===== config.mk =====
export PLATFORM = sky130hd
export DESIGN_NAME = timer_deadline_queue_top
export DESIGN_NICKNAME = d
export VERILOG_FILES = /design/src/sv/tdq_pkg.sv /design/src/sv/tdq_cell.sv /design/src/sv/timer_deadline_queue_top.sv
export SDC_FILE = /design/constraint.sdc
export NUM_CORES = 2
export LEC_CHECK = 0
export BUFFER_PORTS_ARGS = -buffer_cell sky130_fd_sc_hd__buf_2
export CAP_MARGIN = 15
export CELL_PAD_IN_SITES_DETAIL_PLACEMENT = 0
export CELL_PAD_IN_SITES_GLOBAL_PLACEMENT = 2
export CORE_ASPECT_RATIO = 1.1
export CORE_MARGIN = 5
export CORE_UTILIZATION = 23
export CTS_BUF_LIST = sky130_fd_sc_hd__clkbuf_8
export DETAILED_ROUTE_END_ITERATION = 6
export HOLD_SLACK_MARGIN = 0.12
export PLACE_DENSITY = 0.51
export SLEW_MARGIN = 20
export SYNTH_ARGS = -nofsm -noshare
export SYNTH_HDL_FRONTEND = slang
export SYNTH_HIERARCHICAL = 1
export SYNTH_SLANG_ARGS = --single-unit
export TNS_END_PERCENT = 30

===== constraint.sdc =====
create_clock -name clk -period 8.55 [get_ports clk]
set_input_delay 1.71 -clock clk [delete_from_list [all_inputs] [get_ports clk]]
set_output_delay 1.71 -clock clk [all_outputs]
set_load 0.01 [all_outputs]

===== src/sv/tdq_pkg.sv =====
// Shared types and constants for the timer deadline queue.
package tdq_pkg;

  // Fixed field widths of the transaction payloads.
  localparam int ID_W       = 16;
  localparam int STATUS_W   = 3;
  localparam int RESULT_CAP = 16;
  localparam int CNT_W      = $clog2(RESULT_CAP + 1);

  // Time-to-next-deadline codes.
  localparam logic [31:0] NT_EMPTY = 32'hFFFF_FFFF;
  localparam logic [31:0] NT_MAX   = 32'h7FFF_FFFF;
  localparam logic [31:0] NT_DUE   = 32'h0000_0000;

  // Request function codes.
  typedef enum logic [1:0] {
    FN_ADD_ABS   = 2'd0,
    FN_ADD_DELAY = 2'd1,
    FN_CANCEL    = 2'd2,
    FN_EXPIRE    = 2'd3
  } func_t;

  // Result status codes.
  typedef enum logic [STATUS_W-1:0] {
    ST_ADDED     = 3'd0,
    ST_FULL      = 3'd1,
    ST_CANCELLED = 3'd2,
    ST_NOT_FOUND = 3'd3,
    ST_EXPIRED   = 3'd4,
    ST_NONE_DUE  = 3'd5
  } status_t;

  // Operation broadcast to every cell of the chain.
  typedef enum logic [2:0] {
    CO_HOLD   = 3'd0,
    CO_INSERT = 3'd1,
    CO_MATCH  = 3'd2,
    CO_REMOVE = 3'd3,
    CO_POP    = 3'd4
  } cell_op_t;

  // Control group sent from the sequencer to the cells.
  typedef struct packed {
    cell_op_t        op;
    logic [ID_W-1:0] new_id;
    logic [ID_W-1:0] match_id;
  } cell_ctl_t;

endpackage


===== src/sv/tdq_cell.sv =====
// One slot of the sorted deadline chain, exchanging entries with its neighbors.
module tdq_cell import tdq_pkg::*; #(
  parameter int TIME_WIDTH = 32
) (
  input  logic                  clk,
  input  logic                  rst,
  input  cell_ctl_t             ctl,
  input  logic [TIME_WIDTH-1:0] new_deadline,
  input  logic                  left_valid,
  input  logic                  left_gt,
  input  logic [TIME_WIDTH-1:0] left_deadline,
  input  logic [ID_W-1:0]       left_id,
  input  logic                  right_valid,
  input  logic [TIME_WIDTH-1:0] right_deadline,
  input  logic [ID_W-1:0]       right_id,
  input  logic                  hit_in,
  output logic                  cur_valid,
  output logic [TIME_WIDTH-1:0] cur_deadline,
  output logic [ID_W-1:0]       cur_id,
  output logic                  gt,
  output logic                  hit_out
);

  logic                  match;
  logic                  match_next;
  logic                  valid_next;
  logic [TIME_WIDTH-1:0] deadline_next;
  logic [ID_W-1:0]       id_next;

  // Neighbor-facing flags: later than the new deadline, and a match here or to the left.
  assign gt      = cur_valid && (cur_deadline > new_deadline);
  assign hit_out = hit_in | match;

  // Next contents of the slot for each chain operation.
  always_comb begin
    valid_next    = cur_valid;
    deadline_next = cur_deadline;
    id_next       = cur_id;
    match_next    = match;
    case (ctl.op)
      CO_INSERT: begin
        if (left_gt) begin
          valid_next    = left_valid;
          deadline_next = left_deadline;
          id_next       = left_id;
        end else if ((gt || !cur_valid) && left_valid) begin
          valid_next    = 1'b1;
          deadline_next = new_deadline;
          id_next       = ctl.new_id;
        end
      end
      CO_MATCH: begin
        match_next = cur_valid && (cur_id == ctl.match_id);
      end
      CO_REMOVE: begin
        if (hit_out) begin
          valid_next    = right_valid;
          deadline_next = right_deadline;
          id_next       = right_id;
        end
        match_next = 1'b0;
      end
      CO_POP: begin
        valid_next    = right_valid;
        deadline_next = right_deadline;
        id_next       = right_id;
      end
      default: begin
      end
    endcase
  end

  // Control state of the slot.
  always_ff @(posedge clk) begin
    if (rst) begin
      cur_valid <= 1'b0;
      match     <= 1'b0;
    end else begin
      cur_valid <= valid_next;
      match     <= match_next;
    end
  end

  // Payload of the slot.
  always_ff @(posedge clk) begin
    cur_deadline <= deadline_next;
    cur_id       <= id_next;
  end

endmodule


===== src/sv/timer_deadline_queue_top.sv =====
// Top level of the timer deadline queue: request sequencer over a chain of slots.
//
//   channel | handshake            | payload
//   --------+----------------------+-------------------------------------------
//   in      | in_valid / in_stall  | func, now_time, time_arg, target_id
//   out     | out_valid / out_stall| status, entry_id, next_timeout, last
//
// Add and cancel present their result after acceptance through the prepare, chain
// update and report steps. Expire presents its first result after the prepare
// step and then, while the output is not stalled, one per cycle, since the chain
// pops one entry per cycle, up to sixteen results per transaction.
// One request is in flight at a time; in_stall is high while it is worked on.
// A stalled output holds its result and the sequencer waits; the next request
// is still taken while the final result waits. Synchronous reset empties the
// chain at once and clears the id counter; no clearing pass is needed.
module timer_deadline_queue_top import tdq_pkg::*; #(
  parameter int NUM_TIMERS = 16,
  parameter int TIME_WIDTH = 32
) (
  input  logic                 clk,
  input  logic                 rst,
  input  logic                 in_valid,
  output logic                 in_stall,
  input  logic [1:0]           func,
  input  logic [31:0]          now_time,
  input  logic [31:0]          time_arg,
  input  logic [ID_W-1:0]      target_id,
  output logic                 out_valid,
  input  logic                 out_stall,
  output logic [STATUS_W-1:0]  status,
  output logic [ID_W-1:0]      entry_id,
  output logic signed [31:0]   next_timeout,
  output logic                 last
);

  typedef enum logic [4:0] {
    S_IDLE   = 5'b00001,
    S_CALC   = 5'b00010,
    S_APPLY  = 5'b00100,
    S_REPORT = 5'b01000,
    S_EXPIRE = 5'b10000
  } state_t;

  state_t                state;
  state_t                state_next;

  // Captured request.
  func_t                 func_q;
  logic [TIME_WIDTH-1:0] now_q;
  logic [TIME_WIDTH-1:0] arg_q;
  logic [ID_W-1:0]       tid_q;
  logic [TIME_WIDTH-1:0] new_dl;
  logic [ID_W-1:0]       id_counter;
  logic [CNT_W-1:0]      exp_cnt;
  status_t               res_status;
  logic [ID_W-1:0]       res_id;

  // Chain wiring.
  cell_ctl_t             ctl;
  logic [NUM_TIMERS-1:0] valid_vec;
  logic [NUM_TIMERS-1:0] gt_vec;
  logic [NUM_TIMERS-1:0] hit_vec;
  logic [TIME_WIDTH-1:0] dl_arr [NUM_TIMERS];
  logic [ID_W-1:0]       id_arr [NUM_TIMERS];
  logic                  second_valid;
  logic [TIME_WIDTH-1:0] second_dl;

  logic [TIME_WIDTH:0]   delay_sum;
  logic                  out_free;
  logic                  full;
  logic                  head_due;
  logic                  second_due;
  logic [NUM_TIMERS-1:0] ordered;

  // Milliseconds from t to deadline d, with the empty, overdue and clipped codes.
  function automatic logic [31:0] time_to(input logic v,
                                          input logic [TIME_WIDTH-1:0] d,
                                          input logic [TIME_WIDTH-1:0] t);
    logic [TIME_WIDTH-1:0] diff;
    logic [63:0]           wide;
    diff = d - t;
    wide = 64'(diff);
    if (!v) begin
      return NT_EMPTY;
    end else if (t >= d) begin
      return NT_DUE;
    end else if (wide > 64'(NT_MAX)) begin
      return NT_MAX;
    end else begin
      return 32'(wide);
    end
  endfunction

  // The chain of slots, slot 0 holding the earliest deadline.
  for (genvar i = 0; i < NUM_TIMERS; i++) begin : g_cell
    logic                  l_valid;
    logic                  l_gt;
    logic [TIME_WIDTH-1:0] l_dl;
    logic [ID_W-1:0]       l_id;
    logic                  r_valid;
    logic [TIME_WIDTH-1:0] r_dl;
    logic [ID_W-1:0]       r_id;
    logic                  h_in;

    if (i == 0) begin : g_head
      assign l_valid = 1'b1;
      assign l_gt    = 1'b0;
      assign l_dl    = '0;
      assign l_id    = '0;
      assign h_in    = 1'b0;
    end else begin : g_body
      assign l_valid = valid_vec[i-1];
      assign l_gt    = gt_vec[i-1];
      assign l_dl    = dl_arr[i-1];
      assign l_id    = id_arr[i-1];
      assign h_in    = hit_vec[i-1];
    end

    if (i == NUM_TIMERS - 1) begin : g_tail
      assign r_valid = 1'b0;
      assign r_dl    = '0;
      assign r_id    = '0;
    end else begin : g_inner
      assign r_valid = valid_vec[i+1];
      assign r_dl    = dl_arr[i+1];
      assign r_id    = id_arr[i+1];
    end

    tdq_cell #(
      .TIME_WIDTH (TIME_WIDTH)
    ) u_cell (
      .clk            (clk),
      .rst            (rst),
      .ctl            (ctl),
      .new_deadline   (new_dl),
      .left_valid     (l_valid),
      .left_gt        (l_gt),
      .left_deadline  (l_dl),
      .left_id        (l_id),
      .right_valid    (r_valid),
      .right_deadline (r_dl),
      .right_id       (r_id),
      .hit_in         (h_in),
      .cur_valid      (valid_vec[i]),
      .cur_deadline   (dl_arr[i]),
      .cur_id         (id_arr[i]),
      .gt             (gt_vec[i]),
      .hit_out        (hit_vec[i])
    );

    // Sort order between this slot and the next one.
    if (i == NUM_TIMERS - 1) begin : g_ord_tail
      assign ordered[i] = 1'b1;
    end else begin : g_ord
      assign ordered[i] = !valid_vec[i+1] || (dl_arr[i] <= dl_arr[i+1]);
    end
  end

  // Entry behind the head, which becomes the head after a pop.
  if (NUM_TIMERS > 1) begin : g_second
    assign second_valid = valid_vec[1];
    assign second_dl    = dl_arr[1];
  end else begin : g_no_second
    assign second_valid = 1'b0;
    assign second_dl    = '0;
  end

  assign full       = valid_vec[NUM_TIMERS-1];
  assign head_due   = valid_vec[0] && (dl_arr[0] <= now_q);
  assign second_due = second_valid && (second_dl <= now_q);
  assign out_free   = !out_valid || !out_stall;
  assign in_stall   = (state != S_IDLE);
  assign delay_sum  = {1'b0, now_q} + {1'b0, arg_q};

  // Chain command for the current step.
  always_comb begin
    ctl.op       = CO_HOLD;
    ctl.new_id   = id_counter;
    ctl.match_id = tid_q;
    case (state)
      S_CALC: begin
        if (func_q == FN_CANCEL) begin
          ctl.op = CO_MATCH;
        end
      end
      S_APPLY: begin
        if (func_q == FN_CANCEL) begin
          ctl.op = CO_REMOVE;
        end else if (!full) begin
          ctl.op = CO_INSERT;
        end
      end
      S_EXPIRE: begin
        if (out_free && head_due && (exp_cnt < CNT_W'(RESULT_CAP))) begin
          ctl.op = CO_POP;
        end
      end
      default: begin
      end
    endcase
  end

  // Sequencer transitions.
  always_comb begin
    state_next = state;
    case (state)
      S_IDLE: begin
        if (in_valid) begin
          state_next = S_CALC;
        end
      end
      S_CALC: begin
        state_next = (func_q == FN_EXPIRE) ? S_EXPIRE : S_APPLY;
      end
      S_APPLY: begin
        state_next = S_REPORT;
      end
      S_REPORT: begin
        if (out_free) begin
          state_next = S_IDLE;
        end
      end
      S_EXPIRE: begin
        if (out_free) begin
          if (!head_due || !second_due || (exp_cnt >= CNT_W'(RESULT_CAP - 1))) begin
            state_next = S_IDLE;
          end
        end
      end
      default: begin
        state_next = S_IDLE;
      end
    endcase
  end

  // Control registers.
  always_ff @(posedge clk) begin
    if (rst) begin
      state      <= S_IDLE;
      id_counter <= '0;
      exp_cnt    <= '0;
      out_valid  <= 1'b0;
    end else begin
      state <= state_next;
      if (state == S_CALC) begin
        exp_cnt <= '0;
      end else if (ctl.op == CO_POP) begin
        exp_cnt <= exp_cnt + 1'b1;
      end
      if (ctl.op == CO_INSERT) begin
        id_counter <= id_counter + 1'b1;
      end
      if ((state == S_REPORT || state == S_EXPIRE) && out_free) begin
        out_valid <= 1'b1;
      end else if (!out_stall) begin
        out_valid <= 1'b0;
      end
    end
  end

  // Request capture, prepared deadline and pending report.
  always_ff @(posedge clk) begin
    if (state == S_IDLE && in_valid) begin
      func_q <= func_t'(func);
      now_q  <= TIME_WIDTH'(now_time);
      arg_q  <= TIME_WIDTH'(time_arg);
      tid_q  <= target_id;
    end
    if (state == S_CALC) begin
      if (func_q == FN_ADD_DELAY) begin
        new_dl <= delay_sum[TIME_WIDTH] ? '1 : delay_sum[TIME_WIDTH-1:0];
      end else begin
        new_dl <= arg_q;
      end
    end
    if (state == S_APPLY) begin
      if (func_q == FN_CANCEL) begin
        res_status <= hit_vec[NUM_TIMERS-1] ? ST_CANCELLED : ST_NOT_FOUND;
        res_id     <= tid_q;
      end else if (full) begin
        res_status <= ST_FULL;
        res_id     <= '0;
      end else begin
        res_status <= ST_ADDED;
        res_id     <= id_counter;
      end
    end
  end

  // Output register.
  always_ff @(posedge clk) begin
    if (out_free) begin
      if (state == S_REPORT) begin
        status       <= res_status;
        entry_id     <= res_id;
        next_timeout <= time_to(valid_vec[0], dl_arr[0], now_q);
        last         <= 1'b1;
      end else if (state == S_EXPIRE) begin
        if (ctl.op == CO_POP) begin
          status       <= ST_EXPIRED;
          entry_id     <= id_arr[0];
          next_timeout <= time_to(second_valid, second_dl, now_q);
          last         <= !second_due || (exp_cnt >= CNT_W'(RESULT_CAP - 1));
        end else begin
          status       <= ST_NONE_DUE;
          entry_id     <= '0;
          next_timeout <= time_to(valid_vec[0], dl_arr[0], now_q);
          last         <= 1'b1;
        end
      end
    end
  end

  // Occupied slots always form a prefix of the chain.
  assert property (@(posedge clk) disable iff (rst)
    ((valid_vec >> 1) & ~valid_vec) == '0)
    else $error("occupied slots are not contiguous from the head");

  // Occupied slots stay sorted by deadline.
  assert property (@(posedge clk) disable iff (rst) &ordered)
    else $error("slot deadlines out of order");

  // An add into a full queue leaves the chain untouched and keeps the id counter.
  assert property (@(posedge clk) disable iff (rst)
    (state == S_APPLY && func_q != FN_CANCEL && full)
      |=> ($stable(valid_vec) && $stable(id_counter)))
    else $error("add into a full queue changed state");

  // An expire never pops more entries than one transaction may report.
  assert property (@(posedge clk) disable iff (rst)
    state == S_EXPIRE |-> exp_cnt < CNT_W'(RESULT_CAP))
    else $error("expire exceeded the result cap");

  // A pop always removes the head and reports an expired entry next.
  assert property (@(posedge clk) disable iff (rst)
    ctl.op == CO_POP |=> (out_valid && status == ST_EXPIRED))
    else $error("pop without an expired result");

endmodule


==> impl_metrics.ini <==
[cts]
insertion_delay_ns = 0.99
cts_buffer_depth = 4
cts-root-buf = clkbuf_8
ctsResizeCount = 0
cts_tree = yes
cts_buffers = 211
cts_max_level = 4
clkSlewWorstSetupHoldPaths_ns = 0.06
cts_setup_buffers = 0
cts.sinks = 1011
postCtsHoldBufs = 0

[setup_path]
path_max_fanout = 48
critPathRequiredTime_ns = 9.15
critical_path_class = flop to flop
critPathCaptureType = flop
cp.arrival_ns = 6.90
start_kind = flop

[floorplanning]
ios = 140
row_count = 213
die_h_um = 590
dieArea_mm2 = 0.317
start_util_pct = 23.0
fp.dieW_um = 537
coreArea_mm2 = 0.305

[timing]
finalClockSkew_ns = 0.0887
setup_viol = 0
rsz0062_at_grt = false
slew_headroom_pct = 19.1
fmax_mhz = 159
tightest_slew_ns = 1.20
timing_hold_violations_final = 0
layout_min_cycle_time_ns = 6.30
fin_tns_setup_ns = 0
holdWs_ns = 0.472
slew_violations = 0
timing.final.crit_share_pct = 73.7

[synthesis]
synthCells = 7062
yosys_warnings = 6
syn_area_mm2 = 0.0704
avgSynthCellArea_um2 = 9.97

[power_and_ir_drop]
p_leak_nw = 29.9
power.total_mw = 11.1
p_per_area_mw_per_mm2 = 137
peakVddDrop_mv = 0.0971

[final_layout]
syn_to_final_growth_pct = 14.7
multi_input_area_mm2 = 0.0379
final_cells = 11600
stdcell_area_mm2 = 0.0807
fillers = 32700
nets = 8054
seqCellArea_mm2 = 0.0298
drive_above_1_share_pct = 8.97

[global_routing]
grt_pass1_vias = 53600
grt_usage_pct = 13.7
grt_max_degree = 67
gr-total-overflow = 0
grt_antenna_before_repair = 4
grt_pass1_wl_mm = 339

[drt]
drc = 0
ant_nets = 0
wirelength_mm = 226
vias = 51900
vias_per_cell = 4.47
drt-pass1-iter-count = 5
drt_iter0_markers = 2485
routedWlPerCell_um = 19.5

[placement]
dp_cells = 11200
place_area_mm2 = 0.0769
hpwl_mm = 175
portBuffers = 139
routabilityCongestion = 0.818

[flow_run]
maxCapViolCount = 0

[run_status]
status = completed

[worst_hold_path]
hp-class = flop to flop
[final timing paths]
kind,start,end,slack [ns],cells past startpoint
max reg2reg,g_cell[0].u_cell/match$_SDFFE_PP0P_,g_cell[15].u_cell/cur_deadline[6]$_DFFE_PP_,2.25,20
max,g_cell[0].u_cell/match$_SDFFE_PP0P_,g_cell[15].u_cell/cur_deadline[6]$_DFFE_PP_,2.25,20
min,g_cell[9].u_cell/match$_SDFFE_PP0P_,g_cell[9].u_cell/match$_SDFFE_PP0P_,0.47,2
min reg2reg,g_cell[9].u_cell/match$_SDFFE_PP0P_,g_cell[9].u_cell/match$_SDFFE_PP0P_,0.47,2
[critical path, cell delays in order (launching register included)]
cell     delay (ns)
dfxtp_1        0.31
or2_2          0.31
or2_2          0.30
or2_2          0.31
or2_2          0.31
or2_2          0.30
or2_2          0.31
or2_2          0.31
or2_2          0.30
or2_2          0.32
or2_2          0.31
or2_2          0.30
or2_2          0.30
or2_2          0.30
or2_2          0.30
or2_2          0.29
or2_2          0.31
nand3_1        0.09
o21a_1         0.22
a31oi_4        0.04
buf_4          0.35
[power breakdown]
part | switching, mW | internal, mW
Combinational | 0.500 | 0.324
Sequential | 0.0249 | 5.41
Clock | 2.35 | 2.48
[through the flow]
step           setup slack, ns  utilization, %
5_1_grt                   2.02            26.4
4_1_cts                   2.21            26.4
3_3_place_gp              2.13            25.2
3_5_place_dp              2.31            25.2
2_1_floorplan             1.31               -
6_report                  2.25            26.4
[cells in the final DEF, fill, tap and decap left out, types with 61 or more instances in the layout]
| master | instances |
|---|---|
| edfxtp_1 | 952 |
| xnor2_1 | 246 |
| o21a_1 | 61 |
| nor2b_1 | 63 |
| conb_1 | 101 |
| nand3_1 | 115 |
| buf_2 | 140 |
| inv_1 | 685 |
| ha_1 | 613 |
| nor2_1 | 898 |
| o21ai_0 | 74 |
| a21o_1 | 107 |
| buf_4 | 117 |
| nand2_1 | 159 |
| clkbuf_8 | 218 |
| xor2_1 | 104 |
| mux2i_1 | 769 |
| a21oi_1 | 1121 |
| nand4_1 | 198 |
[flip-flops by register name, summed over array words and instances, names as in the netlist]
| signal | count |
|---|---|
| res_id | 16 |
| next_timeout | 32 |
| state | 5 |
| entry_id | 16 |
| id_counter | 16 |
| new_dl | 32 |
| g_cell.u_cell/cur_id | 256 |
| g_cell.u_cell/match | 16 |
| g_cell.u_cell/cur_deadline | 512 |
| last | 1 |
| func_q | 2 |
| status | 3 |
| exp_cnt | 5 |
| res_status | 2 |
| out_valid | 1 |
| tid_q | 16 |
| g_cell.u_cell/cur_valid | 16 |
| now_q | 32 |
| arg_q | 32 |
[final cells by class]
class	count	share of cell area, %
clock buffers	218	3.72
repair buffers	272	2.34
multi-input cells	5247	47.0
flip-flops and latches	1011	36.9
inverters	609	2.84
well taps	4085	6.33
diodes	1	0.00310
clock inverters	155	0.921
[routing by layer]
| metal | track usage, % | up-vias | routed length [um] |
|---|---|---|---|
| met2 | 23.2 | 772 | 105000 |
| met4 | 4.20 | 2 | 6560 |
| met5 | 0 | - | 13 |
| met1 | 18.4 | 24500 | 107000 |
| li1 | - | 26300 | - |
| met3 | 1.67 | 314 | 7580 |
No activity file was read; power rests on OpenSTA's default activity.
